## config.mk

```make
export PLATFORM = sky130hd
export DESIGN_NAME = pnm_raster_window_convert_unit
export DESIGN_NICKNAME = d
export VERILOG_FILES = /design/src/rtl/prwc_pkg.sv /design/src/rtl/prwc_cfg_regs.sv /design/src/rtl/prwc_ctrl.sv /design/src/rtl/prwc_dpath.sv /design/src/rtl/pnm_raster_window_convert_unit.sv
export SDC_FILE = /design/constraint.sdc
export NUM_CORES = 2
export LEC_CHECK = 0
export ABC_CLOCK_PERIOD_IN_PS = 16400
export BUFFER_PORTS_ARGS = -buffer_cell sky130_fd_sc_hd__buf_2
export CAP_MARGIN = 20
export CORE_MARGIN = 4
export CORE_UTILIZATION = 35
export CTS_BUF_LIST = sky130_fd_sc_hd__clkbuf_4 sky130_fd_sc_hd__clkbuf_8
export DETAILED_ROUTE_END_ITERATION = 6
export PLACE_DENSITY = 0.54
export REMOVE_ABC_BUFFERS = 1
export SLEW_MARGIN = 20
export SYNTH_ARGS = -nofsm -noshare
export SYNTH_HDL_FRONTEND = slang
export SYNTH_SLANG_ARGS = --single-unit
```

## constraint.sdc

```tcl
create_clock -name i_clk -period 16.4 [get_ports i_clk]
set_input_delay 1.64 -clock i_clk [delete_from_list [all_inputs] [get_ports i_clk]]
set_output_delay 1.64 -clock i_clk [all_outputs]
set_load 0.01 [all_outputs]
```

## src/rtl/prwc_pkg.sv

```systemverilog
// Shared types, register codes and widths for the PNM raster window converter.
package prwc_pkg;

    // Widths of the configuration port, of the position counters and of the divider.
    localparam int CFG_IDX_W  = 3;
    localparam int CFG_DATA_W = 16;
    localparam int COL_BITS   = 19;
    localparam int POS_BITS   = 20;
    localparam int REM_W      = 34;
    localparam int QUO_W      = 17;
    localparam int CNT_W      = 5;

    // Configuration register indexes.
    localparam logic [CFG_IDX_W-1:0] REG_IMAGE_WIDTH   = 3'd0;
    localparam logic [CFG_IDX_W-1:0] REG_IMAGE_HEIGHT  = 3'd1;
    localparam logic [CFG_IDX_W-1:0] REG_WINDOW_X      = 3'd2;
    localparam logic [CFG_IDX_W-1:0] REG_WINDOW_Y      = 3'd3;
    localparam logic [CFG_IDX_W-1:0] REG_WINDOW_WIDTH  = 3'd4;
    localparam logic [CFG_IDX_W-1:0] REG_WINDOW_HEIGHT = 3'd5;
    localparam logic [CFG_IDX_W-1:0] REG_PIXEL_KIND    = 3'd6;
    localparam logic [CFG_IDX_W-1:0] REG_MAX_VALUE     = 3'd7;

    // Pixel kind codes.
    localparam logic [1:0] KIND_BITMAP = 2'd0;
    localparam logic [1:0] KIND_GREY   = 2'd1;

    // Divider step on which only the saturation check is made.
    localparam logic [CNT_W-1:0] DIV_FIRST = 5'd17;

    typedef enum logic [2:0] {
        ST_IDLE,
        ST_LOAD,
        ST_EVAL,
        ST_DIV,
        ST_EMIT0,
        ST_EMIT1
    } t_state;

    // Settings derived from the configuration registers.
    typedef struct packed {
        logic [POS_BITS-1:0] stride;
        logic [POS_BITS-1:0] start;
        logic [POS_BITS-1:0] endb;
        logic [POS_BITS-1:0] plen;
        logic [POS_BITS-1:0] wlen;
        logic [15:0]         win_y;
        logic [16:0]         win_end;
        logic [15:0]         img_h;
        logic [2:0]          shift;
        logic                bitmap;
        logic                two;
        logic                skip;
        logic [15:0]         maxv;
    } t_cfg;

    // Commands from the controller to the datapath.
    typedef struct packed {
        logic load;
        logic eval;
        logic div_step;
        logic sel_hi;
    } t_cmd;

    // Status from the datapath to the controller.
    typedef struct packed {
        logic [1:0] eval_beats;
        logic       need_div;
        logic [1:0] beats;
        logic       div_last;
    } t_sts;

endpackage

```

## src/rtl/prwc_cfg_regs.sv

```systemverilog
// Configuration register bank and the row geometry derived from it.
module prwc_cfg_regs
    import prwc_pkg::*;
(
    input  logic                  i_clk,
    input  logic                  i_rst_n,
    input  logic                  i_cfg_wr_en,
    input  logic [CFG_IDX_W-1:0]  i_cfg_index,
    input  logic [CFG_DATA_W-1:0] i_cfg_data,
    output t_cfg                  o_cfg
);

    logic [15:0] r_image_width, r_image_height, r_window_x, r_window_y;
    logic [15:0] r_window_width, r_window_height, r_max_value;
    logic [1:0]  r_pixel_kind;
    t_cfg        r_cfg, n_cfg;

    // Number of bits covered by x pixels.
    function automatic logic [22:0] f_bits(input logic [16:0] x, input logic bitmap,
                                           input logic rgb, input logic two);
        logic [22:0] base;
        base = two ? ({6'd0, x} << 4) : ({6'd0, x} << 3);
        if (bitmap) begin
            f_bits = {6'd0, x};
        end else if (rgb) begin
            f_bits = (base << 1) + base;
        end else begin
            f_bits = base;
        end
    endfunction

    // Bits rounded up to whole bytes.
    function automatic logic [POS_BITS-1:0] f_ceil8(input logic [22:0] y);
        logic [23:0] sum;
        sum = {1'b0, y} + 24'd7;
        f_ceil8 = sum[22:3];
    endfunction

    // Register writes.
    always_ff @(posedge i_clk) begin
        if (!i_rst_n) begin
            r_image_width   <= 16'd1;
            r_image_height  <= 16'd1;
            r_window_x      <= 16'd0;
            r_window_y      <= 16'd0;
            r_window_width  <= 16'd1;
            r_window_height <= 16'd1;
            r_pixel_kind    <= KIND_GREY;
            r_max_value     <= 16'd255;
        end else if (i_cfg_wr_en) begin
            case (i_cfg_index)
                REG_IMAGE_WIDTH:   r_image_width   <= i_cfg_data;
                REG_IMAGE_HEIGHT:  r_image_height  <= i_cfg_data;
                REG_WINDOW_X:      r_window_x      <= i_cfg_data;
                REG_WINDOW_Y:      r_window_y      <= i_cfg_data;
                REG_WINDOW_WIDTH:  r_window_width  <= i_cfg_data;
                REG_WINDOW_HEIGHT: r_window_height <= i_cfg_data;
                REG_PIXEL_KIND:    r_pixel_kind    <= i_cfg_data[1:0];
                REG_MAX_VALUE:     r_max_value     <= i_cfg_data;
                default: ;
            endcase
        end
    end

    // Geometry of the file row and of the rectangle in bytes.
    always_comb begin
        logic        bitmap, rgb, two;
        logic [15:0] m;
        logic [16:0] wx_ww;
        logic [22:0] start_bits;
        bitmap = (r_pixel_kind == KIND_BITMAP);
        rgb    = !bitmap && (r_pixel_kind != KIND_GREY);
        m      = (r_max_value == 16'd0) ? 16'd1 : r_max_value;
        two    = !bitmap && (m > 16'd255);
        wx_ww  = {1'b0, r_window_x} + {1'b0, r_window_width};
        start_bits = f_bits({1'b0, r_window_x}, bitmap, rgb, two);

        n_cfg.stride  = f_ceil8(f_bits({1'b0, r_image_width}, bitmap, rgb, two));
        n_cfg.start   = start_bits[22:3];
        n_cfg.endb    = f_ceil8(f_bits(wx_ww, bitmap, rgb, two));
        n_cfg.wlen    = f_ceil8(f_bits({1'b0, r_window_width}, bitmap, rgb, two));
        n_cfg.plen    = n_cfg.endb - n_cfg.start;
        n_cfg.win_y   = r_window_y;
        n_cfg.win_end = {1'b0, r_window_y} + {1'b0, r_window_height};
        n_cfg.img_h   = r_image_height;
        n_cfg.shift   = r_window_x[2:0];
        n_cfg.bitmap  = bitmap;
        n_cfg.two     = two;
        n_cfg.skip    = two ? (m == 16'hFFFF) : (m == 16'd255);
        n_cfg.maxv    = m;
    end

    always_ff @(posedge i_clk) begin
        r_cfg <= n_cfg;
    end

    assign o_cfg = r_cfg;

endmodule

```

## src/rtl/prwc_ctrl.sv

```systemverilog
// Controller state machine: sequences load, evaluation, rescaling and output beats.
module prwc_ctrl
    import prwc_pkg::*;
(
    input  logic i_clk,
    input  logic i_rst_n,
    input  logic i_in_valid,
    input  logic i_out_stall,
    input  t_sts i_sts,
    output logic o_in_stall,
    output logic o_out_valid,
    output t_cmd o_cmd
);

    t_state r_state, n_state;

    always_ff @(posedge i_clk) begin
        if (!i_rst_n) begin
            r_state <= ST_IDLE;
        end else begin
            r_state <= n_state;
        end
    end

    // Next state.
    always_comb begin
        n_state = r_state;
        case (r_state)
            ST_IDLE: begin
                if (i_in_valid) n_state = ST_LOAD;
            end
            ST_LOAD: n_state = ST_EVAL;
            ST_EVAL: begin
                if (i_sts.need_div) n_state = ST_DIV;
                else if (i_sts.eval_beats != 2'd0) n_state = ST_EMIT0;
                else n_state = ST_IDLE;
            end
            ST_DIV: begin
                if (i_sts.div_last) n_state = ST_EMIT0;
            end
            ST_EMIT0: begin
                if (!i_out_stall) n_state = (i_sts.beats == 2'd2) ? ST_EMIT1 : ST_IDLE;
            end
            ST_EMIT1: begin
                if (!i_out_stall) n_state = ST_IDLE;
            end
            default: n_state = ST_IDLE;
        endcase
    end

    // Outputs.
    always_comb begin
        o_in_stall      = (r_state != ST_IDLE);
        o_out_valid     = (r_state inside {ST_EMIT0, ST_EMIT1});
        o_cmd.load      = (r_state == ST_IDLE) && i_in_valid;
        o_cmd.eval      = (r_state == ST_EVAL);
        o_cmd.div_step  = (r_state == ST_DIV);
        o_cmd.sel_hi    = (r_state == ST_EMIT1);
    end

endmodule

```

## src/rtl/prwc_dpath.sv

```systemverilog
// Datapath: raster position, window test, bitmap shift, byte swap and rescaling divider.
module prwc_dpath
    import prwc_pkg::*;
(
    input  logic        i_clk,
    input  logic        i_rst_n,
    input  logic [7:0]  i_raster_byte,
    input  t_cfg        i_cfg,
    input  t_cmd        i_cmd,
    output t_sts        o_sts,
    output logic [7:0]  o_out_byte,
    output logic        o_row_end,
    output logic        o_window_end
);

    logic [7:0]          r_byte, r_held, r_b0, r_b1;
    logic [COL_BITS-1:0] r_col;
    logic [15:0]         r_row;
    logic [1:0]          r_beats;
    logic                r_flag_row, r_flag_win;
    logic [REM_W-1:0]    r_rem;
    logic [16:0]         r_den;
    logic [QUO_W-1:0]    r_quo;
    logic [CNT_W-1:0]    r_cnt;
    logic                r_sat;

    // Evaluation results for the beat just loaded.
    logic [1:0]          e_beats;
    logic [7:0]          e_b0, e_b1, e_held;
    logic                e_need_div, e_flag_row, e_flag_win;
    logic [15:0]         e_v;
    logic [COL_BITS-1:0] e_col;
    logic [15:0]         e_row;

    always_comb begin
        logic [POS_BITS-1:0] col_ext, k, col_inc;
        logic [16:0]         row_inc;
        logic                inwin, last;
        logic [7:0]          inv, inv_sh, held_sh, inv_lo;
        col_ext = {1'b0, r_col};
        k       = col_ext - i_cfg.start;
        last    = ((k + 20'd1) == i_cfg.plen);
        inwin   = (r_row >= i_cfg.win_y) && ({1'b0, r_row} < i_cfg.win_end) &&
                  (i_cfg.wlen != '0) && (col_ext >= i_cfg.start) && (col_ext < i_cfg.endb);
        inv     = ~r_byte;
        inv_sh  = inv << i_cfg.shift;
        held_sh = r_held << i_cfg.shift;
        inv_lo  = inv >> (4'd8 - {1'b0, i_cfg.shift});

        e_beats    = 2'd0;
        e_b0       = r_byte;
        e_b1       = 8'd0;
        e_held     = r_held;
        e_need_div = 1'b0;
        e_v        = {8'd0, r_byte};

        if (inwin) begin
            if (i_cfg.bitmap) begin
                if (i_cfg.shift == 3'd0) begin
                    e_beats = 2'd1;
                    e_b0    = inv;
                end else if (k == '0) begin
                    e_held = inv;
                    if (i_cfg.plen == 20'd1) begin
                        e_beats = 2'd1;
                        e_b0    = inv_sh;
                    end
                end else begin
                    e_b0   = held_sh | inv_lo;
                    e_held = inv;
                    e_b1   = inv_sh;
                    e_beats = (last && (i_cfg.plen == i_cfg.wlen)) ? 2'd2 : 2'd1;
                end
            end else if (!i_cfg.two) begin
                e_beats    = 2'd1;
                e_need_div = !i_cfg.skip;
            end else if (!k[0]) begin
                e_held = r_byte;
            end else begin
                e_v        = {r_held, r_byte};
                e_b0       = r_byte;
                e_b1       = r_held;
                e_beats    = 2'd2;
                e_need_div = !i_cfg.skip;
            end
        end
        e_flag_row = inwin && last && (e_beats != 2'd0);
        e_flag_win = e_flag_row && ({1'b0, r_row} == (i_cfg.win_end - 17'd1));

        // Position after this byte.
        col_inc = col_ext + 20'd1;
        row_inc = {1'b0, r_row} + 17'd1;
        if (col_inc >= i_cfg.stride) begin
            e_col = '0;
            e_row = (row_inc >= {1'b0, i_cfg.img_h}) ? 16'd0 : row_inc[15:0];
        end else begin
            e_col = col_inc[COL_BITS-1:0];
            e_row = r_row;
        end
    end

    // Restoring divider step: compare the remainder with the shifted divisor.
    logic [REM_W-1:0] d_trial;
    logic             d_ge;
    logic [QUO_W-1:0] d_quo, d_res;
    logic             d_over;
    always_comb begin
        d_trial = {{(REM_W-17){1'b0}}, r_den} << r_cnt;
        d_ge    = (r_rem >= d_trial);
        d_quo   = {r_quo[QUO_W-2:0], d_ge};
        d_over  = r_sat || (i_cfg.two ? (d_quo > 17'd65535) : (d_quo > 17'd255));
        d_res   = d_over ? (i_cfg.two ? 17'd65535 : 17'd255) : d_quo;
    end

    // Position counters.
    always_ff @(posedge i_clk) begin
        if (!i_rst_n) begin
            r_col  <= '0;
            r_row  <= '0;
            r_held <= 8'd0;
        end else if (i_cmd.eval) begin
            r_col  <= e_col;
            r_row  <= e_row;
            r_held <= e_held;
        end
    end

    // Input byte, output beats and divider.
    always_ff @(posedge i_clk) begin
        if (i_cmd.load) begin
            r_byte <= i_raster_byte;
        end
        if (i_cmd.eval) begin
            r_beats    <= e_beats;
            r_b0       <= e_b0;
            r_b1       <= e_b1;
            r_flag_row <= e_flag_row;
            r_flag_win <= e_flag_win;
            r_den      <= {i_cfg.maxv, 1'b0};
            r_cnt      <= DIV_FIRST;
            r_quo      <= '0;
            r_sat      <= 1'b0;
            if (i_cfg.two) begin
                r_rem <= ({18'd0, e_v} << 17) - ({18'd0, e_v} << 1) + {18'd0, i_cfg.maxv};
            end else begin
                r_rem <= ({18'd0, e_v} << 9) - ({18'd0, e_v} << 1) + {18'd0, i_cfg.maxv};
            end
        end
        if (i_cmd.div_step) begin
            if (r_cnt == DIV_FIRST) begin
                r_sat <= d_ge;
            end else begin
                r_quo <= d_quo;
                if (d_ge) r_rem <= r_rem - d_trial;
            end
            r_cnt <= r_cnt - 5'd1;
            if (r_cnt == '0) begin
                r_b0 <= d_res[7:0];
                r_b1 <= d_res[15:8];
            end
        end
    end

    always_comb begin
        logic fin;
        fin             = i_cmd.sel_hi || (r_beats == 2'd1);
        o_out_byte      = i_cmd.sel_hi ? r_b1 : r_b0;
        o_row_end       = fin && r_flag_row;
        o_window_end    = fin && r_flag_win;
        o_sts.eval_beats = e_beats;
        o_sts.need_div   = e_need_div;
        o_sts.beats      = r_beats;
        o_sts.div_last   = (r_cnt == '0);
    end

endmodule

```

## src/rtl/pnm_raster_window_convert_unit.sv

```systemverilog
// Top level of the PNM raster window converter.
//
//  channel   direction  handshake                    payload
//  input     in         i_in_valid / o_in_stall      i_raster_byte
//  output    out        o_out_valid / i_out_stall    o_out_byte, o_row_end, o_window_end
//  config    in         i_cfg_wr_en                  i_cfg_index, i_cfg_data
//
// Each input beat is handled alone: load, evaluate, then no, one or two output beats.
// A byte outside the window gives no output beat; a copied byte may first be rescaled
// by a restoring divider, which yields one quotient bit per cycle, before its beats go out.
// Reset is synchronous and active low and returns position and configuration to defaults.
// A stalled output beat holds the block; no input beat is taken until all beats are out.
module pnm_raster_window_convert_unit
    import prwc_pkg::*;
(
    input  logic                  i_clk,
    input  logic                  i_rst_n,
    input  logic                  i_in_valid,
    output logic                  o_in_stall,
    input  logic [7:0]            i_raster_byte,
    output logic                  o_out_valid,
    input  logic                  i_out_stall,
    output logic [7:0]            o_out_byte,
    output logic                  o_row_end,
    output logic                  o_window_end,
    input  logic                  i_cfg_wr_en,
    input  logic [CFG_IDX_W-1:0]  i_cfg_index,
    input  logic [CFG_DATA_W-1:0] i_cfg_data
);

    t_cfg cfg;
    t_cmd cmd;
    t_sts sts;

    prwc_cfg_regs u_cfg (
        .i_clk       (i_clk),
        .i_rst_n     (i_rst_n),
        .i_cfg_wr_en (i_cfg_wr_en),
        .i_cfg_index (i_cfg_index),
        .i_cfg_data  (i_cfg_data),
        .o_cfg       (cfg)
    );

    prwc_ctrl u_ctrl (
        .i_clk       (i_clk),
        .i_rst_n     (i_rst_n),
        .i_in_valid  (i_in_valid),
        .i_out_stall (i_out_stall),
        .i_sts       (sts),
        .o_in_stall  (o_in_stall),
        .o_out_valid (o_out_valid),
        .o_cmd       (cmd)
    );

    prwc_dpath u_dpath (
        .i_clk         (i_clk),
        .i_rst_n       (i_rst_n),
        .i_raster_byte (i_raster_byte),
        .i_cfg         (cfg),
        .i_cmd         (cmd),
        .o_sts         (sts),
        .o_out_byte    (o_out_byte),
        .o_row_end     (o_row_end),
        .o_window_end  (o_window_end)
    );

`ifndef SYNTHESIS
    // An output beat on offer means no input beat can be taken.
    a_out_blocks_in: assert property (@(posedge i_clk) disable iff (!i_rst_n)
        o_out_valid |-> o_in_stall) else $error("input taken while output pending");

    // The end of the window is always the end of a row.
    a_win_end_row_end: assert property (@(posedge i_clk) disable iff (!i_rst_n)
        (o_out_valid && o_window_end) |-> o_row_end) else $error("window end without row end");

    // A freshly accepted beat is never offered in the next cycle.
    a_no_early_out: assert property (@(posedge i_clk) disable iff (!i_rst_n)
        (i_in_valid && !o_in_stall) |=> !o_out_valid) else $error("output too early");
`endif

endmodule
```

==> impl_results.md <==
- Outcome: finished clean
- Global-route wire length before repair: 167 mm
- Final Hold Viols: 0
- Clock Sink Count: 430
- Power Dens Cells: 104 nW/um^2
- Number of vias per cell: 5.40
- Slew headroom: 0.221
- Final setup fails: 0
- # port buffers: 43
- Full die area: 102000 sq um
- Sequential cell area: 8950 sq um
- Post-synth cell types: 112
- Worst Path Required: 17010 ps
- Detailed Place HPWL: 82.4 mm
- Fmax: 136 MHz
- DRT iter0 DRCs: 1946
- Post-DRT Antenna Nets: 0
- Ys flop type: dfxtp_1
- Multi-input gate area: 23000 sq um
- H-tree levels: 3
- Gpl congestion: 0.919
- Core Box Area: 95300 sq um
- HP Class: reg -> reg
- Resize count post-CTS: 0
- Cell Rows: 113
- Min cycle time layout: 7360 ps
- Mapped Area: 33800 sq um
- Synth top area share: 0.235
- Clock buffer count from CTS: 81
- Starting Density: 0.354
- Synth cell count leaders: 627 x nand2_1, 396 x dfxtp_1, 312 x ha_1
- Total congestion overflow: 0
- Drt drc: 0
- Die outline width: 319 microns
- Clock latency on the worst-skew pair: 730 ps
- Area growth syn-to-layout: 9.16%
- Share of cells above drive strength 1: 0.0791
- Critical Path Start Type: flop
- Setup TNS: 0 ps
- Least-Margin Pin Slew: 1160 ps
- Top-count cell post-synth: nand2_1
- Max IR drop VDD: 0.0535 mV
- Vias in the first global route: 28.8k
- DR vias: 30.3k
- Post-route cell area: 36900 sq um
- Mean Syn Cell Area: 7.82 sq um
- Clock skew: 62.5 ps
- Synth Warn #: 0
- Nets@finish: 4624
- FF+latch count, synth: 430
- Synth Instances: 4320
- Post-CTS Repair Setup Buffers: 0
- Gr usage total: 0.206
- Placed cell areas: 35000 sq um
- Hold Buf Count CTS: 0
- Root Driver: clkbuf_8
- Sequential area share after synthesis: 0.265
- Lkg Pwr: 15.1 nW
- FFs w/ async S/R, synth: 0
- Routed length per placed instance: 19.3 microns
- IO Pins: 44
- Clk pin slew, worst setup/hold paths: 60 ps
- Max Cap Viol: 0
- Clock tree buffer depth: 3
- Kind of critical path: reg -> reg
- Antenna violations before repair: 6
- Period utilization: 0.449
- RSZ-0062 raised after global routing: false
- Fillcell total: 9952
- Number of synthesized flops with an enable pin: 34
- Crit end category: flop
- CTS tree: built
- WP data arrival: 7970 ps
- Max-slew violations: 0
- Largest net degree at the start of global routing: 90
- Worst Path Max Fanout: 60
- First-pass iteration count of the detailed router: 5
- Final wirelength: 108 mm
- Dominant cells by area after synthesis: dfxtp_1 23%, ha_1 12%, nand2_1 7.0%
- Die height: 319 microns
- Leading area contributor after synthesis: dfxtp_1
layout by cell type, fill, tap and decap left out, types with 52 or more instances in the layout:
cell,count
a211oi_1,52
a21boi_0,134
a21o_1,82
a21oi_1,231
clkbuf_8,96
dfxtp_1,393
ha_1,312
inv_1,250
mux2i_1,58
nand2_1,627
nand3_1,110
nor2_1,287
nor2b_1,75
nor3_1,105
o21ai_0,258
xnor2_1,181
xor2_1,104
registers in the layout, indices dropped and copies added (netlist names), 2 cells and up:
name	cells
u_dpath.r_held	8
u_dpath.r_rem	34
u_cfg.o_cfg	170
u_cfg.r_window_y	16
u_cfg.r_pixel_kind	2
u_cfg.r_image_height	16
u_cfg.r_image_width	16
u_cfg.r_window_height	16
u_dpath.r_den	16
u_dpath.r_beats	2
u_dpath.r_quo	16
u_dpath.r_byte	8
u_cfg.r_window_x	16
u_dpath.r_b0	8
u_dpath.r_col	19
u_cfg.r_window_width	16
u_dpath.r_row	16
u_cfg.r_max_value	16
u_dpath.r_cnt	5
u_dpath.r_b1	8
u_ctrl.r_state	3
cell families (layout without fill, tap and decap cells):
family,after synthesis,count (layout),share of synthesized area
AND/OR/NAND/NOR,1537,1537,0.215
buffers and inverters,461,475,0.0536
other,1,4,0.000111
AO/OA/AOI/OAI,1172,1172,0.232
multiplexers,113,113,0.0389
adder cells (fa/ha/maj),321,321,0.121
XOR/XNOR,285,285,0.0739
flip-flops,430,430,0.265
area by class of cell:
type	count	share of cell area
repair buffers	72	0.0118
diodes	2	0.000136
multi-input cells	3430	0.625
well taps	1265	0.0429
flip-flops and latches	430	0.243
inverters	256	0.0261
clock buffers	116	0.0399
clock inverters	31	0.0109
per-layer routing:
layer	vias up	track usage	share of wire
met5	-	0	0
met2	640	0.337	0.45
met4	0	0.0856	0.043
met1	14100	0.275	0.47
met3	187	0.0255	0.041
li1	15300	-	-
worst max-delay path, cell delays in order (launching register included):
cell	delay, ps
dfxtp_2	310
buf_4	520
inv_1	120
nand2_1	330
nand2_1	140
inv_2	350
buf_4	530
nor2_1	90
or2_2	330
ha_1	320
nor2b_1	150
o21ai_0	220
a21boi_0	150
o21a_1	220
o41a_1	360
xor2_1	140
nand2_1	70
and3_1	210
nor4_2	450
xor2_1	160
ha_1	290
or3_1	380
a211oi_1	300
o31ai_1	170
o41ai_1	430
o21bai_1	110
a21oi_1	180
xor2_1	140
worst paths after layout:
path | startpoint | end | slack [ps] | cells past startpoint
setup / recovery | u_cfg.r_pixel_kind[0] | u_cfg.o_cfg[110] | 9040 | 27
hold / removal | u_cfg.r_image_height[1] | u_cfg.o_cfg[23] | 350 | 0
setup reg to reg | u_cfg.r_pixel_kind[0] | u_cfg.o_cfg[110] | 9040 | 27
hold reg to reg | u_cfg.r_image_height[1] | u_cfg.o_cfg[23] | 350 | 0
power by group:
group          internal (mW)  switching, mW  leakage, nW  total (mW)
registers               1.17          0.124         3.53        1.30
clock network          0.711          0.504        0.975        1.21
logic                  0.552          0.769         10.6        1.32
metrics by stage:
| stage | util | instances | hold slack [ps] | setup slack [ps] | total power, mW |
|---|---|---|---|---|---|
| 2_1_floorplan | - | 4116 | 331 | 6480 | 2.25 |
| 3_3_place_gp | 0.367 | 5453 | 334 | 9300 | 2.62 |
| 3_5_place_dp | 0.367 | 5453 | 335 | 9200 | 2.62 |
| 4_1_cts | 0.387 | 5600 | 343 | 9100 | 3.86 |
| 5_1_grt | 0.387 | 5601 | 353 | 8400 | 4.07 |
| 6_report | 0.387 | 5602 | 349 | 9040 | 3.83 |
Power figures use the tool's default switching activity.
